[config.mk]
export PLATFORM = sky130hd
export DESIGN_NAME = keypad_code_lock_flat
export DESIGN_NICKNAME = d
export VERILOG_FILES = /design/src/rtl/core/kcl_pkg.sv /design/src/rtl/core/kcl_if.sv /design/src/rtl/core/kcl_ctrl.sv /design/src/rtl/core/kcl_dp.sv /design/src/rtl/core/keypad_code_lock.sv /design/src/flat_wrapper.sv
export SDC_FILE = /design/constraint.sdc
export NUM_CORES = 1
export LEC_CHECK = 0
export ABC_AREA = 1
export ABC_CLOCK_PERIOD_IN_PS = 4210
export BUFFER_PORTS_ARGS = -buffer_cell sky130_fd_sc_hd__buf_2
export CORE_MARGIN = 2
export CORE_UTILIZATION = 30
export DETAILED_ROUTE_END_ITERATION = 6
export GPL_TIMING_DRIVEN = 0
export HOLD_SLACK_MARGIN = 0.03
export PLACE_DENSITY_LB_ADDON = 0.1
export RECOVER_POWER = 50
export SYNTH_ARGS = -nofsm -noshare
export SYNTH_HDL_FRONTEND = slang
export SYNTH_SLANG_ARGS = --single-unit
[constraint.sdc]
create_clock -name clk -period 4.21 [get_ports clk]
set_clock_uncertainty 0.1 [all_clocks]
set_input_delay 0.2105 -clock clk [delete_from_list [all_inputs] [get_ports clk]]
set_output_delay 0.2105 -clock clk [all_outputs]
set_load 0.02 [all_outputs]
[src/rtl/core/kcl_pkg.sv]
package kcl_pkg;

	localparam int unsigned TABLE_DEPTH = 5;
	localparam int unsigned MAX_DIGITS  = 4;

	localparam int unsigned ENTRY_W = 14;
	localparam int unsigned CNT_W   = 3;
	localparam int unsigned KEY_W   = 5;
	localparam int unsigned OP_W    = 2;
	localparam int unsigned STAT_W  = 3;

	localparam logic [ENTRY_W-1:0] CODE_RESET  = ENTRY_W'(1234);
	localparam logic [ENTRY_W-1:0] ADMIN_RESET = ENTRY_W'(1111);
	localparam logic [CNT_W-1:0]   DIGITS_FULL = CNT_W'(MAX_DIGITS);

	localparam logic [KEY_W-1:0] KEY_DIGIT_ONE  = KEY_W'(1);
	localparam logic [KEY_W-1:0] KEY_DIGIT_ZERO = KEY_W'(10);
	localparam logic [KEY_W-1:0] KEY_CONFIRM    = KEY_W'(11);
	localparam logic [KEY_W-1:0] KEY_CANCEL     = KEY_W'(12);

	typedef enum logic [OP_W-1:0] {
		OP_USER   = 2'd0,
		OP_ADMIN  = 2'd1,
		OP_ENROLL = 2'd2,
		OP_CLEAR  = 2'd3
	} op_t;

	typedef enum logic [STAT_W-1:0] {
		STAT_IDLE      = 3'd0,
		STAT_UNLOCK    = 3'd1,
		STAT_DENIED    = 3'd2,
		STAT_ADMIN_OK  = 3'd3,
		STAT_ADMIN_BAD = 3'd4,
		STAT_ENROLLED  = 3'd5,
		STAT_CANCELLED = 3'd6,
		STAT_CLEARED   = 3'd7
	} status_t;

	typedef enum logic [2:0] {
		ACT_NONE   = 3'd0,
		ACT_DIGIT  = 3'd1,
		ACT_USER   = 3'd2,
		ACT_ADMIN  = 3'd3,
		ACT_ENROLL = 3'd4,
		ACT_CANCEL = 3'd5,
		ACT_CLEAR  = 3'd6
	} act_t;

	typedef struct packed {
		logic       load;
		act_t       act;
		logic [3:0] digit;
	} cmd_t;

	typedef struct packed {
		logic entry_full;
	} sts_t;

endpackage

[src/rtl/core/kcl_if.sv]
interface kcl_in_if;
	import kcl_pkg::*;

	logic             valid;
	logic             ready;
	logic [OP_W-1:0]  operation;
	logic [KEY_W-1:0] key_code;

	modport source (output valid, output operation, output key_code, input ready);
	modport sink (input valid, input operation, input key_code, output ready);
endinterface

interface kcl_out_if;
	import kcl_pkg::*;

	logic               valid;
	logic               ready;
	logic [STAT_W-1:0]  status;
	logic [ENTRY_W-1:0] entry_value;
	logic [CNT_W-1:0]   digit_count;

	modport source (output valid, output status, output entry_value, output digit_count,
		input ready);
	modport sink (input valid, input status, input entry_value, input digit_count,
		output ready);
endinterface

interface kcl_cfg_if;
	import kcl_pkg::*;

	logic               valid;
	logic               ready;
	logic [ENTRY_W-1:0] data;

	modport source (output valid, output data, input ready);
	modport sink (input valid, input data, output ready);
endinterface

[src/rtl/core/kcl_ctrl.sv]
module kcl_ctrl (
	input  logic                     clk,
	input  logic                     arst_n,
	input  logic                     req_valid,
	input  logic [kcl_pkg::OP_W-1:0]  operation,
	input  logic [kcl_pkg::KEY_W-1:0] key_code,
	output logic                     req_ready,
	output logic                     rsp_valid,
	input  logic                     rsp_ready,
	input  kcl_pkg::sts_t            sts,
	output kcl_pkg::cmd_t            cmd
);
	import kcl_pkg::*;

	typedef enum logic [1:0] {
		ST_EMPTY = 2'b01,
		ST_FULL  = 2'b10
	} state_t;

	state_t state_q, state_d;
	logic   accept;
	act_t   act;

	assign rsp_valid = (state_q == ST_FULL);
	assign req_ready = (state_q == ST_EMPTY) || rsp_ready;
	assign accept    = req_valid && req_ready;

	// decode the key event against the operation
	always_comb begin
		act = ACT_NONE;
		if (op_t'(operation) == OP_CLEAR) begin
			act = ACT_CLEAR;
		end else if (key_code >= KEY_DIGIT_ONE && key_code <= KEY_DIGIT_ZERO) begin
			// drop digits once the entry is full
			act = sts.entry_full ? ACT_NONE : ACT_DIGIT;
		end else if (key_code == KEY_CONFIRM) begin
			case (op_t'(operation))
				OP_USER:  act = ACT_USER;
				OP_ADMIN: act = ACT_ADMIN;
				default:  act = ACT_ENROLL;
			endcase
		end else if (key_code == KEY_CANCEL) begin
			act = ACT_CANCEL;
		end
	end

	always_comb begin
		cmd.load  = accept;
		cmd.act   = act;
		cmd.digit = (key_code == KEY_DIGIT_ZERO) ? 4'd0 : key_code[3:0];
	end

	always_comb begin
		state_d = state_q;
		case (state_q)
			ST_EMPTY: begin
				if (accept) state_d = ST_FULL;
			end
			ST_FULL: begin
				if (!accept && rsp_ready) state_d = ST_EMPTY;
			end
			default: state_d = ST_EMPTY;
		endcase
	end

	always_ff @(posedge clk or negedge arst_n) begin
		if (!arst_n) begin
			state_q <= ST_EMPTY;
		end else begin
			state_q <= state_d;
		end
	end

endmodule

[src/rtl/core/kcl_dp.sv]
module kcl_dp (
	input  logic                        clk,
	input  logic                        arst_n,
	input  kcl_pkg::cmd_t               cmd,
	input  logic                        cfg_we,
	input  logic [kcl_pkg::ENTRY_W-1:0] cfg_data,
	output kcl_pkg::sts_t               sts,
	output logic [kcl_pkg::STAT_W-1:0]  status,
	output logic [kcl_pkg::ENTRY_W-1:0] entry_value,
	output logic [kcl_pkg::CNT_W-1:0]   digit_count
);
	import kcl_pkg::*;

	logic [ENTRY_W-1:0] table_q [TABLE_DEPTH];
	logic [ENTRY_W-1:0] table_d [TABLE_DEPTH];
	logic [ENTRY_W-1:0] admin_q;
	logic [ENTRY_W-1:0] accum_q, accum_d;
	logic [CNT_W-1:0]   digits_q, digits_d;
	status_t            stat_d;
	logic [STAT_W-1:0]  status_q;
	logic [ENTRY_W-1:0] value_q;
	logic [CNT_W-1:0]   count_q;
	logic               match;
	logic [ENTRY_W-1:0] times_ten;

	assign sts.entry_full = (digits_q >= DIGITS_FULL);
	assign times_ten      = (accum_q << 3) + (accum_q << 1);

	// parallel compare against every stored code
	always_comb begin
		match = 1'b0;
		for (int i = 0; i < TABLE_DEPTH; i++) begin
			if (table_q[i] == accum_q) match = 1'b1;
		end
	end

	always_comb begin
		accum_d  = accum_q;
		digits_d = digits_q;
		stat_d   = STAT_IDLE;
		for (int i = 0; i < TABLE_DEPTH; i++) begin
			table_d[i] = table_q[i];
		end
		case (cmd.act)
			ACT_DIGIT: begin
				accum_d  = times_ten + ENTRY_W'(cmd.digit);
				digits_d = digits_q + CNT_W'(1);
			end
			ACT_USER: begin
				stat_d   = match ? STAT_UNLOCK : STAT_DENIED;
				accum_d  = '0;
				digits_d = '0;
			end
			ACT_ADMIN: begin
				stat_d   = (accum_q == admin_q) ? STAT_ADMIN_OK : STAT_ADMIN_BAD;
				accum_d  = '0;
				digits_d = '0;
			end
			ACT_ENROLL: begin
				// insert at the front, drop the oldest code
				for (int i = TABLE_DEPTH - 1; i > 0; i--) begin
					table_d[i] = table_q[i-1];
				end
				table_d[0] = accum_q;
				stat_d     = STAT_ENROLLED;
				accum_d    = '0;
				digits_d   = '0;
			end
			ACT_CANCEL: begin
				stat_d   = STAT_CANCELLED;
				accum_d  = '0;
				digits_d = '0;
			end
			ACT_CLEAR: begin
				for (int i = 0; i < TABLE_DEPTH; i++) begin
					table_d[i] = '0;
				end
				stat_d = STAT_CLEARED;
			end
			default: begin
				stat_d = STAT_IDLE;
			end
		endcase
	end

	always_ff @(posedge clk or negedge arst_n) begin
		if (!arst_n) begin
			for (int i = 0; i < TABLE_DEPTH; i++) begin
				table_q[i] <= CODE_RESET;
			end
			accum_q  <= '0;
			digits_q <= '0;
		end else if (cmd.load) begin
			for (int i = 0; i < TABLE_DEPTH; i++) begin
				table_q[i] <= table_d[i];
			end
			accum_q  <= accum_d;
			digits_q <= digits_d;
		end
	end

	always_ff @(posedge clk or negedge arst_n) begin
		if (!arst_n) begin
			admin_q <= ADMIN_RESET;
		end else if (cfg_we) begin
			admin_q <= cfg_data;
		end
	end

	// result register, held until taken
	always_ff @(posedge clk) begin
		if (cmd.load) begin
			status_q <= stat_d;
			value_q  <= accum_d;
			count_q  <= digits_d;
		end
	end

	assign status      = status_q;
	assign entry_value = value_q;
	assign digit_count = count_q;

endmodule

[src/rtl/core/keypad_code_lock.sv]
// A result item appears in the cycle after its key item is accepted.
// Throughput: one item per cycle while results are taken; the single result
// register stalls the input only when it is full and not being taken.
// Reset: every code table entry is 1234, admin code 1111, the entry is empty
// and no result is pending.
module keypad_code_lock (
	input  logic      clk,
	input  logic      arst_n,
	kcl_in_if.sink    req,
	kcl_out_if.source rsp,
	kcl_cfg_if.sink   cfg
);
	import kcl_pkg::*;

	cmd_t cmd;
	sts_t sts;

	assign cfg.ready = 1'b1;

	kcl_ctrl u_ctrl (
		.clk       (clk),
		.arst_n    (arst_n),
		.req_valid (req.valid),
		.operation (req.operation),
		.key_code  (req.key_code),
		.req_ready (req.ready),
		.rsp_valid (rsp.valid),
		.rsp_ready (rsp.ready),
		.sts       (sts),
		.cmd       (cmd)
	);

	kcl_dp u_dp (
		.clk         (clk),
		.arst_n      (arst_n),
		.cmd         (cmd),
		.cfg_we      (cfg.valid),
		.cfg_data    (cfg.data),
		.sts         (sts),
		.status      (rsp.status),
		.entry_value (rsp.entry_value),
		.digit_count (rsp.digit_count)
	);

`ifndef SYNTH
	a_count_range: assert property (@(posedge clk) disable iff (!arst_n)
		rsp.valid |-> rsp.digit_count <= DIGITS_FULL)
		else $error("digit count beyond entry length");

	a_empty_value: assert property (@(posedge clk) disable iff (!arst_n)
		rsp.valid && rsp.digit_count == '0 |-> rsp.entry_value == '0)
		else $error("empty entry with non-zero value");

	a_confirm_clears: assert property (@(posedge clk) disable iff (!arst_n)
		rsp.valid && rsp.status != STAT_IDLE && rsp.status != STAT_CLEARED
		|-> rsp.digit_count == '0)
		else $error("entry not cleared on confirm or cancel");

	a_accept_result: assert property (@(posedge clk) disable iff (!arst_n)
		req.valid && req.ready |=> rsp.valid)
		else $error("accepted item produced no result");
`endif

endmodule

[src/flat_wrapper.sv]
// flat-port wrapper written by rule: the top's interface ports become plain ports
module keypad_code_lock_flat import kcl_pkg::*;
  (clk, arst_n, req_valid, req_operation, req_key_code, req_ready, rsp_valid, rsp_status, rsp_entry_value, rsp_digit_count, rsp_ready, cfg_valid, cfg_data, cfg_ready);
  kcl_in_if req_i ();
  kcl_out_if rsp_i ();
  kcl_cfg_if cfg_i ();
  input  logic clk;
  input  logic arst_n;
  input wire logic [$bits(req_i.valid)-1:0] req_valid;
  input wire logic [$bits(req_i.operation)-1:0] req_operation;
  input wire logic [$bits(req_i.key_code)-1:0] req_key_code;
  output wire logic [$bits(req_i.ready)-1:0] req_ready;
  output wire logic [$bits(rsp_i.valid)-1:0] rsp_valid;
  output wire logic [$bits(rsp_i.status)-1:0] rsp_status;
  output wire logic [$bits(rsp_i.entry_value)-1:0] rsp_entry_value;
  output wire logic [$bits(rsp_i.digit_count)-1:0] rsp_digit_count;
  input wire logic [$bits(rsp_i.ready)-1:0] rsp_ready;
  input wire logic [$bits(cfg_i.valid)-1:0] cfg_valid;
  input wire logic [$bits(cfg_i.data)-1:0] cfg_data;
  output wire logic [$bits(cfg_i.ready)-1:0] cfg_ready;
  assign req_i.valid = req_valid;
  assign req_i.operation = req_operation;
  assign req_i.key_code = req_key_code;
  assign req_ready = req_i.ready;
  assign rsp_valid = rsp_i.valid;
  assign rsp_status = rsp_i.status;
  assign rsp_entry_value = rsp_i.entry_value;
  assign rsp_digit_count = rsp_i.digit_count;
  assign rsp_i.ready = rsp_ready;
  assign cfg_i.valid = cfg_valid;
  assign cfg_i.data = cfg_data;
  assign cfg_ready = cfg_i.ready;
  keypad_code_lock u_core (.clk(clk), .arst_n(arst_n), .req(req_i), .rsp(rsp_i), .cfg(cfg_i));
endmodule
# Word level (Yosys, flattened, before mapping)
# Index checks and enable logic that the tools add are counted.
# W data, S select, Z words.
# word_totals
ff_bits	123
input_bits	26
output_inout_bits	23
wordCells	70
# op_classes
n_addsub	3
magnitude_cmp	3
eq_ne	21
n_mux	21
reduce_logical	10
# ops
op	count
$pmux W70 S2	1
$eq A14 B14 Y1	6
$pmux W14 S2	1
$eq A5 B4 Y1 const B	3
$mux W3	5
$pmux W3 S5	1
$add A14 B14 Y14	1
$add A14 B4 Y14	1
$pmux W3 S2	2
$eq A3 B3 Y1 const B	3
$eq A3 B2 Y1 const B	2
$mux W1	6
$mux W2	3
$ge A5 B1 Y1 const B	1
$le A5 B4 Y1 const B	1
$eq A2 B1 Y1 const B	2
$eq A2 B2 Y1 const B	2
$mux W4	1
$pmux W2 S2	1
$reduce_and A2 Y1	2
$reduce_or A4 Y1	1
$add A3 B1 Y3 const B	1
$eq A3 B1 Y1 const B	1
$ge A3 B3 Y1 const B	1
7 further kinds	9

# Logic depth before layout (Yosys ltp)
# depth
word_depth	8
depth_mapped	20
mapped_depth_nobuf	20

# Modules after synthesis
# A second synthesis with hierarchy kept.
# hier_totals
cells_unflattened	1005
area_unflattened_um2	7359.6
# by_module_without_submodules
module	n_inst	cells_per_inst	area_per_inst_um2	seq_area_each_um2
kcl_dp	1	950	7071.8	3166.8
kcl_ctrl	1	53	276.5	51.3
keypad_code_lock	1	2	11.3	0.0

# Worst setup path after synthesis
# No wires, ideal clock.
# synth_path
path_kind	reg2reg
from	register u_core.u_dp.accum_q[0]
to	register u_core.u_dp.value_q[10] (netlist: u_core.u_dp.entry_value[10]) (data pin)
setup_time_ns	0.259
arrival_time_ns	2.218
required_ns	3.851
slack_ns	1.632
stages_incl_launch_ff	13
n_path_buf	1
period_less_slack_ns	2.578
path_cell_list	dfrtp_1 > buf_2 > inv_1 > fa_1 > fa_1 > o21bai_1 > nand2_1 > nand2_1 > nand2_1 > nand2_1 > inv_1 > nand2_1 > nand2_1
# synth_between
elab_chain_cells	3
# synth_rtl
item	line_no	rtl
start: declaration	kcl_dp.sv:17	logic [ENTRY_W-1:0] accum_q, accum_d;
start signal: assignment	kcl_dp.sv:97	accum_q <= accum_d;
$add A14 B14 Y14	kcl_dp.sv:27	assign times_ten = (accum_q << 3) + (accum_q << 1);
$add A14 B4 Y14	kcl_dp.sv:46	accum_d = times_ten + ENTRY_W'(cmd.digit);
$pmux W14 S2	kcl_dp.sv:44	case (cmd.act)
net u_core.u_dp.accum_d[10]	kcl_dp.sv:17	
end signal: assignment	kcl_dp.sv:114	value_q <= accum_d;
end: declaration	kcl_dp.sv:21	logic [ENTRY_W-1:0] value_q;
# The timed path passes the listed nets, and every way through them passes these cells.
# A chain may end at the register's enable or synchronous reset.

# Final worst setup path
# layout_path
from	register u_core.u_dp.accum_q[2]
to	register u_core.u_dp.value_q[10] (netlist: u_core.u_dp.entry_value[10]) (data pin)
# The elaborated chain is that of the path after synthesis.

==> metrics.md <==
| Metric | Value |
|---|---|
| Min-Delay Endpoint | u_core.u_dp.entry_value[0] |
| Number of buffers added by the clock tree synthesis step | 17 |
| FILL cells | around 2600 |
| Flop and latch count out of synthesis | about 120 |
| Library cell used as clock root buffer | sky130_fd_sc_hd__clkbuf_16 |
| Net count of the finished layout | about 1100 |
| Final Hold Violating Endpoints | 0 |
| Vert. Die Dim | 160 um |
| Slowest cell delay on critical path | 0.60 ns |
| Count of yosys warnings during synthesis | 0 |
| Detail Placement HPWL | around 16 mm |
| Top cell type by total area after synthesis | sky130_fd_sc_hd__dfrtp_1 |
| # DRC | 0 |
| Worst rel slew slack | -32.9% |
| Via count of the first global-routing pass | approximately 6000 |
| Total track usage | ~17% |
| CTS tree | built |
| CP Data Arrival Time | 3.30 ns |
| Die area | around 26000 um^2 |
| Leakage power total | just over 4 nW |
| Cell area power density | ~670 nW/um^2 |
| Worst setup slack for register-to-register paths | ~1 ns |
| Top-count cell post-synth | sky130_fd_sc_hd__nand2_1 |
| Ports placed on the boundary | 49 |
| Launching point of the worst reg2reg path | u_core.u_dp.accum_q[2] |
| H-tree Lvls | 4 |
| Wire length of the first global-routing pass | around 34 mm |
| Category of the worst setup path launch point | flop |
| Post-Syn Area | about 7300 um^2 |
| Global placer's final weighted congestion | 0.796 |
| Layout overhead on the synthesized area | 19.6% |
| Number of DRC markers after the initial detailed-route iteration | around 350 |
| Pin count of the biggest net entering global routing | 74 |
| Setup repair after global routing missed its margin | false |
| Summed negative setup slack over all endpoints | 0 ns |
| Fraction of final layout cells with drive strength greater than 1 | a little over an eighth |
| Number of port buffers | 47 |
| Final Routed Wirelength | 21.2 mm |
| Synthesized netlist cell count | just under 1000 |
| Max-slew violations | 31 |
| Cell types with the largest area share after synthesis | sky130_fd_sc_hd__dfrtp_1, sky130_fd_sc_hd__nand2_1, sky130_fd_sc_hd__dfstp_2, sky130_fd_sc_hd__edfxtp_1, sky130_fd_sc_hd__o21ai_1 |
| Mean cell area of the mapped netlist | between 7 and 8 um^2 |
| Antenna violations before repair | 0 |
| Total via count after detailed routing | ~6100 |
| Overall overflow remaining after global route | 0 |
| X dimension of the die | 160 um |
| Crit path required time | 4.28 ns |
| Clock transition at the registers of the reported paths | approximately 0.06 ns |
| Classification of the worst-slack hold path | primary input to flop |
| Number of routed nets with antenna violations | 0 |
| Most instantiated cells after synthesis | sky130_fd_sc_hd__nand2_1, sky130_fd_sc_hd__inv_1, sky130_fd_sc_hd__dfrtp_1 |
| Core Region | 24200 um^2 |
| Share of the synthesized area in the top cell type | approximately 24% |
| Worst Min Path Start | req_key_code[0] |
| Total number of clock tree sinks | between 100 and 150 |
| Cell Chain, Critical Path | buf_2 -> inv_1 -> fa_1 -> fa_1 -> o21bai_1 -> nand2_1 -> nand2_1 -> nand2_1 -> nand2_1 -> inv_1 -> nand2_1 -> nand2_1 |
| Worst-Skew Late Latency | 0.43 ns |
| Library cells used by synthesis | 38 |
| Result of the run | finished, violations left |
| Final setup violation count | 0 |
| Number of placement rows | 57 |
| Pre-Repair DR Iteration Count | 5 |
| Register area share after synthesis | roughly 44% |
| Failing checks | max-capacitance violations, max-slew violations |
| Post-synth top flop | sky130_fd_sc_hd__dfrtp_1 |
| R2R Path End | u_core.u_dp.entry_value[10] |
| Cell type with the highest occurrence count on the critical path | sky130_fd_sc_hd__nand2_1 |
| Diodes inserted | 0 |
| Minimum period implied by the final worst setup slack | about 3.2 ns |
| Reported max-cap violation count | 1 |
| Initial core utilization | 30.4% |
| Post-layout power | approximately 5.9 mW |
| Routed length per instance | around 15 um |
| Maximum clock frequency | roughly 310 MHz |
| Maximum root-to-sink buffer count | 2 |
| CP Capture Type | flop |
| Number of flops mapped to enable cells by yosys | 20 |
| Hold-critical path depth | 3 |
| Worst Max-Slew Pin Slew | between 1.5 and 2 ns |
| Cell class contributing the biggest share of worst-path delay | adder cells |
| Combined buffer and inverter count along the critical path | 3 |
| Reg2Reg Depth | 12 |
| Non-filler cells in the finished layout | approximately 1400 |
| Category of the most critical setup path | flop to flop |
| Net count after synthesis | slightly above 1000 |
| Part of the cycle the worst path needs | approximately 77% |
| IR Drop Worst-Case VDD | about 0.26 mV |
| Worst-path maximum fanout | 10 |
| Post-synthesis async set-or-reset flop share | between 80% and 90% |
| Cell with the largest stage delay on the worst path | sky130_fd_sc_hd__fa_1 |
| Drt via density | 4.39 |
| Inst Count DP | 1345 |
==> worst max-delay path by stage <==
stage	start	endpoint	slack [ns]	cells after the start
3_3_place_gp	u_core.u_dp.accum_q[2]	u_core.u_dp.entry_value[10]	0.99	12
6_report	u_core.u_dp.accum_q[2]	u_core.u_dp.entry_value[10]	0.98	12
3_5_place_dp	u_core.u_dp.accum_q[2]	u_core.u_dp.entry_value[10]	0.98	12
2_1_floorplan	u_core.u_dp.accum_q[0]	u_core.u_dp.entry_value[10]	1.63	12
4_1_cts	u_core.u_dp.accum_q[2]	u_core.u_dp.entry_value[10]	0.97	12
5_1_grt	u_core.u_dp.accum_q[2]	u_core.u_dp.entry_value[10]	0.76	12
==> stage by stage <==
| stage | setup WS [ns] | util, % | hold WS [ns] | instance area [um^2] |
|---|---|---|---|---|
| 2_1_floorplan | 1.63 | - | -0.185 | 7340 |
| 3_3_place_gp | 0.990 | 33.0 | 0.318 | 7990 |
| 3_5_place_dp | 0.982 | 33.2 | 0.0266 | 8020 |
| 4_1_cts | 0.969 | 36.5 | 0.0435 | 8810 |
| 5_1_grt | 0.755 | 36.3 | 0.0948 | 8780 |
| 6_report | 0.981 | 36.3 | 0.0510 | 8780 |
==> cell type report <==
type | instances | area (um^2) | share of cell area [%]
inverters | 89 | 334 | 3.80
well taps | 324 | 405 | 4.62
plain buffers | 46 | 269 | 3.06
multi-input cells | 715 | 3520 | 40.1
flip-flops and latches | 123 | 3220 | 36.6
clock buffers | 18 | 439 | 5.00
repair buffers | 69 | 447 | 5.09
clock inverters | 14 | 145 | 1.65
==> worst register-to-register path: cells and delay by family, from the launching register on <==
| kind | cells | cell delay (ns) |
|---|---|---|
| AOI/OAI and AO/OA | 1 | 0.30 |
| adders and majority gates | 2 | 1.13 |
| buffers and inverters | 3 | 0.64 |
| DFF | 1 | 0.35 |
| and+or+nand+nor | 6 | 0.45 |
==> where the power goes <==
part,internal [mW],switching (mW)
clock,0.887,0.598
combinational,0.918,1.58
sequential,1.63,0.263
==> layer usage <==
layer  track usage, %  vias to the layer above  wire [um]
li1                 -                     3233          -
met1             24.0                     2810      10700
met2             27.4                       76       9690
met3             2.71                       12        570
met4             4.34                        0        204
met5                0                        -          0
==> cells by family (layout without fill, tap and decap cells) <==
| group | count (synthesis) | after routing | share of synthesized area, % |
|---|---|---|---|
| simple gates | 536 | 536 | 30.1 |
| buf+inv | 135 | 236 | 8.21 |
| flops | 123 | 123 | 43.8 |
| compound gates | 103 | 103 | 7.21 |
| xor+xnor | 45 | 45 | 5.37 |
| fa+ha+maj | 25 | 25 | 4.46 |
| mux | 5 | 5 | 0.767 |
| other cells | 1 | 1 | 0.0511 |
==> placed cells by master, fill, tap and decap left out, types with 2 or more instances in the layout <==
cell type,instances
sky130_fd_sc_hd__a21oi_1,16
sky130_fd_sc_hd__buf_2,37
sky130_fd_sc_hd__buf_4,4
sky130_fd_sc_hd__buf_6,9
sky130_fd_sc_hd__bufinv_16,2
sky130_fd_sc_hd__clkbuf_1,43
sky130_fd_sc_hd__clkbuf_16,17
sky130_fd_sc_hd__clkinv_2,2
sky130_fd_sc_hd__clkinv_4,2
sky130_fd_sc_hd__clkinvlp_4,4
sky130_fd_sc_hd__dfrtp_1,71
sky130_fd_sc_hd__dfstp_2,32
sky130_fd_sc_hd__dlygate4sd3_1,21
sky130_fd_sc_hd__edfxtp_1,20
sky130_fd_sc_hd__fa_1,2
sky130_fd_sc_hd__ha_1,23
sky130_fd_sc_hd__inv_1,86
sky130_fd_sc_hd__inv_2,3
sky130_fd_sc_hd__inv_6,2
sky130_fd_sc_hd__mux2_2,5
sky130_fd_sc_hd__nand2_1,399
sky130_fd_sc_hd__nand2_2,3
sky130_fd_sc_hd__nand3_1,40
sky130_fd_sc_hd__nand3_2,2
sky130_fd_sc_hd__nand3b_1,2
sky130_fd_sc_hd__nand4_1,15
sky130_fd_sc_hd__nor2_1,48
sky130_fd_sc_hd__nor3_1,5
sky130_fd_sc_hd__o21ai_0,11
sky130_fd_sc_hd__o21ai_1,70
sky130_fd_sc_hd__o21bai_1,2
sky130_fd_sc_hd__or2_2,16
sky130_fd_sc_hd__xnor2_1,20
sky130_fd_sc_hd__xor2_1,25
==> flip-flops by register name, summed over array words and instances, names as in the netlist <==
signal / count
u_core.u_dp.digits_q: 3
u_core.u_dp.table_q: 70
u_core.u_dp.admin_q: 14
u_core.u_dp.status: 3
u_core.u_ctrl.state_q: 2
u_core.u_dp.entry_value: 14
u_core.u_dp.digit_count: 3
u_core.u_dp.accum_q: 14
==> repair_timing <==
item                      CTS  global route
resized for setup           0             0
hold buffers               21             0
hold endpoints to repair   91             0
buffers inserted            0             0
(Power assumes the default switching activity.)
